$ cat config.mk
export PLATFORM = sky130hd
export DESIGN_NAME = tcw_ctrl
export DESIGN_NICKNAME = d
export VERILOG_FILES = /design/src/design/tcw_pkg.sv /design/src/design/tcw_ctrl.sv
export VERILOG_INCLUDE_DIRS = /design/src /design/src/design
export SDC_FILE = /design/constraint.sdc
export NUM_CORES = 1
export LEC_CHECK = 0
export ABC_AREA = 0
export CAP_MARGIN = 10
export CORE_AREA = 2 2 39 41
export DETAILED_ROUTE_END_ITERATION = 7
export DIE_AREA = 0 0 41 43
export DONT_BUFFER_PORTS = 1
export PLACE_DENSITY = 0.44
export SLEW_MARGIN = 30
export SYNTH_ARGS = -nofsm -noshare
export SYNTH_HDL_FRONTEND = slang
export SYNTH_SLANG_ARGS = --single-unit
$ cat constraint.sdc
create_clock -name clk -period 3.4 [get_ports clk]
set_input_delay 0.34 -clock clk [delete_from_list [all_inputs] [get_ports clk]]
set_output_delay 0.34 -clock clk [all_outputs]
set_load 0.03 [all_outputs]
$ cat src/design/text_console_writer_defines.svh
// Assertion helpers shared by the console modules.
// Each macro expects signals named clk and rst_n in the enclosing module.
`ifndef TEXT_CONSOLE_WRITER_DEFINES_SVH
`define TEXT_CONSOLE_WRITER_DEFINES_SVH

// The consequent must hold in the same cycle as the antecedent.
`define TCW_ASSERT_SAME(label, ante, cons) \
    label: assert property (@(posedge clk) disable iff (!rst_n) (ante) |-> (cons)) \
        else $error("text console writer: same-cycle check failed");

// The consequent must hold in the cycle after the antecedent.
`define TCW_ASSERT_NEXT(label, ante, cons) \
    label: assert property (@(posedge clk) disable iff (!rst_n) (ante) |=> (cons)) \
        else $error("text console writer: next-cycle check failed");

`endif

$ cat src/design/tcw_pkg.sv
`timescale 1ns / 1ps

package tcw_pkg;

    // Screen geometry.
    localparam int COLUMNS = 80;
    localparam int ROWS    = 25;
    localparam int CELLS   = COLUMNS * ROWS;

    // Internal widths derived from the geometry.
    localparam int COL_W  = $clog2(COLUMNS);
    localparam int ROW_W  = $clog2(ROWS + 1);
    localparam int ADDR_W = $clog2(CELLS);
    localparam int LIN_W  = $clog2(CELLS + 1);
    localparam int NL_W   = (ROW_W > 5) ? ROW_W : 5;

    // Field widths of the stream beats.
    localparam int FUNC_W    = 3;
    localparam int CHAR_W    = 8;
    localparam int IN_COL_W  = 7;
    localparam int IN_ROW_W  = 5;
    localparam int LINES_W   = 5;
    localparam int POS_W     = 11;
    localparam int CELL_W    = 16;
    localparam int ATTR_W    = 8;
    localparam int S_TDATA_W = 32;
    localparam int M_TDATA_W = 32;

    // Register port.
    localparam int APB_AW = 3;
    localparam int APB_DW = 32;
    localparam logic REG_COLOR_ATTR = 1'b0;
    localparam logic [ATTR_W-1:0] COLOR_ATTR_RESET = 8'h0F;

    // Control characters.
    localparam logic [CHAR_W-1:0] CH_BACKSPACE = 8'h08;
    localparam logic [CHAR_W-1:0] CH_TAB       = 8'h09;
    localparam logic [CHAR_W-1:0] CH_NEWLINE   = 8'h0A;

    // Low bits cleared to align a tab stop to a multiple of four.
    localparam int TAB_STEP = 4;
    localparam int TAB_MASK = 32'h03;

    typedef enum logic [FUNC_W-1:0] {
        FN_PUT    = 3'd0,
        FN_SET    = 3'd1,
        FN_READ   = 3'd2,
        FN_CLEAR  = 3'd3,
        FN_SCROLL = 3'd4
    } func_t;

    typedef enum logic [1:0] {
        SW_CLEAR,
        SW_ONE,
        SW_ITEM
    } sweep_kind_t;

    typedef enum logic [2:0] {
        ST_BOOT,
        ST_IDLE,
        ST_EXEC,
        ST_WRAP,
        ST_READ,
        ST_SWEEP,
        ST_SWEEP_WR,
        ST_DONE
    } state_t;

    // Commands from the controller to the datapath.
    typedef struct packed {
        logic        load_item;
        logic        exec;
        logic        sweep_start;
        sweep_kind_t sweep_kind;
        logic        sweep_copy_rd;
        logic        sweep_copy_wr;
        logic        sweep_zero;
        logic        capture_cell;
        logic        load_out;
    } tcw_cmd_t;

    // Status from the datapath to the controller.
    typedef struct packed {
        logic [FUNC_W-1:0] func;
        logic              lines_zero;
        logic              wrap;
        logic              sweep_copy;
        logic              sweep_last;
    } tcw_sts_t;

endpackage

$ cat src/design/tcw_ctrl.sv
`timescale 1ns / 1ps
`include "text_console_writer_defines.svh"

module tcw_ctrl (
    input  logic              clk,
    input  logic              rst_n,
    input  logic              s_axis_tvalid,
    output logic              s_axis_tready,
    output logic              m_axis_tvalid,
    input  logic              m_axis_tready,
    input  tcw_pkg::tcw_sts_t sts,
    output tcw_pkg::tcw_cmd_t cmd
);

    import tcw_pkg::*;

    state_t state_reg, state_next;
    logic   init_reg, init_next;
    logic   m_valid_reg, m_valid_next;
    logic   out_free;
    logic   sweep_end;

    assign out_free  = !m_valid_reg || m_axis_tready;
    assign sweep_end = !sts.sweep_copy && sts.sweep_last;

    // Next state.
    always_comb
    begin
        state_next = state_reg;
        unique case (state_reg)
            ST_BOOT:
            begin
                state_next = ST_SWEEP;
            end
            ST_IDLE:
            begin
                if (s_axis_tvalid)
                begin
                    state_next = ST_EXEC;
                end
            end
            ST_EXEC:
            begin
                unique case (sts.func)
                    FN_PUT:    state_next = ST_WRAP;
                    FN_READ:   state_next = ST_READ;
                    FN_CLEAR:  state_next = ST_SWEEP;
                    FN_SCROLL: state_next = sts.lines_zero ? ST_DONE : ST_SWEEP;
                    default:   state_next = ST_DONE;
                endcase
            end
            ST_WRAP:
            begin
                state_next = sts.wrap ? ST_SWEEP : ST_DONE;
            end
            ST_READ:
            begin
                state_next = ST_DONE;
            end
            ST_SWEEP:
            begin
                if (sts.sweep_copy)
                begin
                    state_next = ST_SWEEP_WR;
                end
                else if (sts.sweep_last)
                begin
                    state_next = init_reg ? ST_IDLE : ST_DONE;
                end
            end
            ST_SWEEP_WR:
            begin
                state_next = ST_SWEEP;
            end
            ST_DONE:
            begin
                if (out_free)
                begin
                    state_next = ST_IDLE;
                end
            end
            default:
            begin
                state_next = ST_BOOT;
            end
        endcase
    end

    // Commands for each state.
    always_comb
    begin
        cmd           = '0;
        cmd.sweep_kind = SW_CLEAR;
        s_axis_tready = 1'b0;
        unique case (state_reg)
            ST_BOOT:
            begin
                cmd.sweep_start = 1'b1;
            end
            ST_IDLE:
            begin
                s_axis_tready = 1'b1;
                cmd.load_item = s_axis_tvalid;
            end
            ST_EXEC:
            begin
                unique case (sts.func)
                    FN_CLEAR:
                    begin
                        cmd.sweep_start = 1'b1;
                    end
                    FN_SCROLL:
                    begin
                        cmd.sweep_start = !sts.lines_zero;
                        cmd.sweep_kind  = SW_ITEM;
                    end
                    default:
                    begin
                        cmd.exec = 1'b1;
                    end
                endcase
            end
            ST_WRAP:
            begin
                cmd.sweep_start = sts.wrap;
                cmd.sweep_kind  = SW_ONE;
            end
            ST_READ:
            begin
                cmd.capture_cell = 1'b1;
            end
            ST_SWEEP:
            begin
                cmd.sweep_copy_rd = sts.sweep_copy;
                cmd.sweep_zero    = !sts.sweep_copy;
            end
            ST_SWEEP_WR:
            begin
                cmd.sweep_copy_wr = 1'b1;
            end
            ST_DONE:
            begin
                cmd.load_out = out_free;
            end
            default:
            begin
            end
        endcase
    end

    // Result beat holding and the boot-time clearing flag.
    always_comb
    begin
        init_next    = init_reg;
        m_valid_next = m_valid_reg;
        if ((state_reg == ST_SWEEP) && sweep_end)
        begin
            init_next = 1'b0;
        end
        if (cmd.load_out)
        begin
            m_valid_next = 1'b1;
        end
        else if (m_axis_tready)
        begin
            m_valid_next = 1'b0;
        end
    end

    always_ff @(posedge clk or negedge rst_n)
    begin
        if (!rst_n)
        begin
            state_reg   <= ST_BOOT;
            init_reg    <= 1'b1;
            m_valid_reg <= 1'b0;
        end
        else
        begin
            state_reg   <= state_next;
            init_reg    <= init_next;
            m_valid_reg <= m_valid_next;
        end
    end

    assign m_axis_tvalid = m_valid_reg;

    // Only one item is in flight: an accepted beat closes the input.
    `TCW_ASSERT_NEXT(a_one_item, s_axis_tvalid && s_axis_tready, !s_axis_tready)
    // A new result never overwrites one that has not been taken.
    `TCW_ASSERT_SAME(a_no_overwrite, cmd.load_out && m_valid_reg, m_axis_tready)
    // Every copy write follows the read of its source cell.
    `TCW_ASSERT_SAME(a_copy_order, state_reg == ST_SWEEP_WR,
        $past(state_reg) == ST_SWEEP)

endmodule

; After elaboration in Yosys (flattened, before gate mapping)
; Index checks and enable logic that the tools add are counted.
[word_totals]
ff_bits = 5
in_bits = 11
out_inout_bits = 12
wordCells = 52
[classes]
n_eq_ne = 13
muxes = 24
reduce_logical = 12
[ops]
columns = operator, n
row1 = 3-bit one-hot mux with 7 select lines, 1
row2 = 3-bit equality test (second input constant), 5
row3 = 3-bit two-way mux, 5
row4 = 3-bit by 2-bit equality test with 1-bit output (second input constant), 4
row5 = 3-bit one-hot mux with 4 select lines, 1
row6 = 1-bit two-way mux, 11
row7 = 3-bit zero test, 2
row8 = 2-bit two-way mux, 3
row9 = 2-bit inequality test (second input constant), 2
row10 = 2-bit one-hot mux with 2 select lines, 1
row11 = 2-bit OR reduction, 2
row12 = 3-bit by 1-bit equality test with 1-bit output (second input constant), 1
row13 = 1-bit zero test, 3
row14 = 3-bit inequality test (second input constant), 1
row15 = 1-bit one-hot mux with 3 select lines, 1
row16 = 3-bit AND reduction, 1
row17 = 1-bit logical AND, 2
row18 = 1-bit one-hot mux with 2 select lines, 1
row19 = 2-bit nonzero test, 1
row20 = 1-bit logical OR, 1

; Logic depth before layout (Yosys ltp)
[logic_depth]
word_depth = 4
depth_mapped = 5
ltp_nobuf = 4

; Least setup slack after synthesis
; No wires, ideal clock.
[synth_timing]
path_type = flip-flop to output port
from = reg state_reg[0]
to = out cmd[9] (netlist bit)
t_arrival_ns = 1.640
t_required_ns = 3.060
path_slack_ns = 1.420
path_stages_with_launch = 3
path_buffers = 0
cell_sequence = dfrtp_1 -> nor3b_1 -> and2_1
[synth_rtl]
columns = element, line_no
row1 = from (decl), tcw_ctrl.sv:17  ; state_t state_reg, state_next;
row2 = from (signal assigned), tcw_ctrl.sv:180  ; state_reg <= state_next;
row3 = to (decl), tcw_ctrl.sv:12  ; output tcw_pkg::tcw_cmd_t cmd

==> results.py <==
metrics = {
    "worst_setup_path": {
        "worst_r2r_path_depth": 3,
        "regToRegSetupSlack_ns": 1.62,
        "critPathMaxFanout": 12,
        "start_kind": "flop",
        "critPathCaptureType": "output pin",
        "r2r_start": "state_reg[0]",
        "arrival_ns": 1.79,
        "r2r-end": "init_reg",
        "worstSetupPathType": "reg -> out",
        "crit_required_ns": 3.06,
    },
    "detailed_routing": {
        "remaining_drc_errors": 0,
        "num_vias": 406,
        "routed_wl_mm": 1.008,
        "wire_per_inst_um": 13.26,
        "drtAntennaViolNets": 0,
        "drt_iter0_drc": 2,
        "vias_per_cell": 5.342,
        "drtPass1Iterations": 2,
    },
    "clock_tree": {
        "cts.htree.levels": 1,
        "clockRootBuffer": "clkbuf_4",
        "path_clk_slew_ns": 0.04,
        "cts_made_buffers": 3,
        "clk_latency_ns": 0.24,
        "cts.sinks": 5,
        "ctsLongestPathBuffers": 2,
        "cts_tree": "done",
    },
    "power": {
        "power.share.combinational": 0.510,
        "p_leak_uw": 0.0001876,
        "power.total_uw": 472.0,
        "seq_power_share": 0.350,
        "clkPwrFrac": 0.141,
        "power_density_nw_per_um2": 998.0,
        "p_int_uw": 206.1,
        "power.switching_uw": 265.9,
        "switching_share": 0.5633,
        "max-vdd-ir-drop_mv": 0.3596,
    },
    "place": {
        "dp_hpwl_um": 765.3,
        "port_buffers": 0,
        "gp_congestion": 0.7025,
    },
    "worst_hold_path": {
        "worstHoldPathCells": 1,
        "min_delay_worst_endpoint": "init_reg",
        "min_from": "sts[0]",
        "min_path_type": "in -> reg",
    },
    "logic_synthesis": {
        "synthFlopType": "dfrtp_1",
        "synth-edff-count": 0,
        "synthDistinctLibCells": 27,
        "netlist_area_um2": 420.4,
        "avgSynthCellArea_um2": 7.375,
        "synth_area_leader_cell": "dfrtp_1",
        "syn_inst": 57,
        "synth-seq-cells": 5,
        "async_reset_ff_frac": 1.000,
        "yosysWarnings": 0,
        "synthesis.nets": 68,
        "ys_seq_area_frac": 0.3006,
        "synthTopCellsByArea": "dfrtp_1 24%, dfstp_2 6.3%, nor3b_1 5.4%, a21oi_1 4.8%, o21ai_0 4.8%",
        "synth_top_area_frac": 0.2381,
    },
    "final_layout": {
        "final_nets": 72,
        "drive_gt1_frac": 0.1333,
        "largest_reg_flops": 3,
        "n_antenna_cell": 0,
        "area_delta_synth_final_pct": 12.50,
        "fin_util": 0.3418,
    },
    "timing": {
        "fmax_mhz": 469.2,
        "hold_viol_final": 0,
        "final.setup_skew_ns": 0.003495,
        "rsz0062_at_grt": "no",
        "fin_tns_setup_ns": 0,
        "setup_viol": 0,
        "max-slew-margin-rel": 0.3426,
        "period_share": 0.6269,
        "drv_slew": 0,
        "period_needed_ns": 2.131,
        "tightestPinTransition_ns": 0.9802,
    },
    "grt": {
        "grtUsageTotal": 0.1234,
        "antenna_found_initial": 0,
        "grt_pass1_vias": 368,
        "gr-total-overflow": 0,
        "grt_max_degree": 16,
        "grt_pass1_wl_mm": 1.483,
    },
    "job": {
        "maxCapViolCount": 0,
    },
    "floorplan": {
        "die_x_um": 41,
        "initial_core_util": 0.3038,
        "rows": 14,
        "die-area_um2": 1763,
        "ios": 23,
        "core_area_um2": 1384,
        "die_h_um": 43,
    },
    "run_status": {
        "status": "complete, no violations",
    },
}
-- cell type report --
class,count,area [um2]
fillers,162,910.9
well taps,16,20.02
flip-flops and latches,5,126.4
inverters,3,11.26
clock buffers,4,26.28
repair buffers,3,25.02
multi-input cells,45,264.0
-- power by group through the flow --
stage	registers (uW)	clock network, uW	logic, uW
floorplan	116	0	255
global placement	166	0	241
detailed placement	166	0	241
CTS	165	69.4	244
global route	174	73.8	267
finish	165	66.4	241
-- routing by layer --
metal / part of all wire / track usage / vias up
met5: 0 / 0 / -
met4: 0 / 0 / 0
met3: 0.091 / 0.06806 / 0
met2: 0.43 / 0.1781 / 16
met1: 0.48 / 0.1711 / 180
li1: - / - / 210
-- worst max-delay path by stage --
| stage | start | endpoint |
|---|---|---|
| 3_3_place_gp | sts[5] | cmd[7] |
| 3_5_place_dp | sts[5] | cmd[7] |
| 2_1_floorplan | state_reg[0] | cmd[9] |
| 5_1_grt | state_reg[1] | cmd[7] |
| 4_1_cts | state_reg[1] | cmd[7] |
| 6_report | state_reg[1] | cmd[7] |
-- cells by family after synthesis --
group | Yosys count | share of synthesized area
compound gates | 13 | 0.1816
buf+inv | 7 | 0.07143
flops | 5 | 0.3006
simple gates | 32 | 0.4464
-- worst max-delay path, cell delays in order (launching register included) --
cell and delay (ns):
dfrtp_1 0.51, inv_2 0.15, nor4_1 0.06, a211oi_1 0.82
-- timing repair --
item                                   4_1_cts  5_1_grt
setup buffers                                0        0
hold buffers                                 1        0
endpoints found under the hold margin        5        0
resized for setup                            0        0
-- stage by stage --
stage | instance area (um2) | std cells | hold WS, ns | setup WS, ns
floorplan | 420.4 | 57 | 0.04441 | 1.420
global placement | 436.7 | 71 | 0.04451 | 1.445
detailed placement | 436.7 | 71 | 0.04453 | 1.410
CTS | 473.0 | 76 | 0.1678 | 1.242
global route | 473.0 | 76 | 0.1737 | 1.173
finish | 473.0 | 76 | 0.1719 | 1.269
-- synthesized netlist by cell type, types with 2 or more instances --
| master | n |
|---|---|
| nor3b_1 | 3 |
| nor2b_1 | 3 |
| nand2_1 | 4 |
| o21ai_0 | 4 |
| and3b_1 | 2 |
| nor2_1 | 5 |
| dfrtp_1 | 4 |
| clkbuf_1 | 3 |
| inv_1 | 2 |
| nor3_1 | 2 |
| nand3_1 | 3 |
| nor4_1 | 2 |
| a21oi_1 | 4 |
| nand2b_1 | 2 |
| and2_1 | 2 |
-- cells in the final DEF (no fill, tap or decap) --
master and instances:
or3_1 1, buf_4 2, or3_4 1, and3_1 1
a21boi_0 1, o211ai_1 1, inv_1 2, dlygate4sd3_1 1
clkbuf_4 3, dfstp_2 1, o21ai_0 4, nand2_1 4
nor3b_1 3, nor2_1 5, nor3_1 2, a21oi_1 4
a31oi_1 1, nor4_1 2, clkbuf_1 1, nor4b_1 1
inv_2 1, nor2b_1 3, nand2b_1 2, and3b_1 2
a211oi_1 1, o21bai_1 1, dfrtp_1 4, and2_1 2
nand3_1 3
Power figures use the tool's default switching activity.
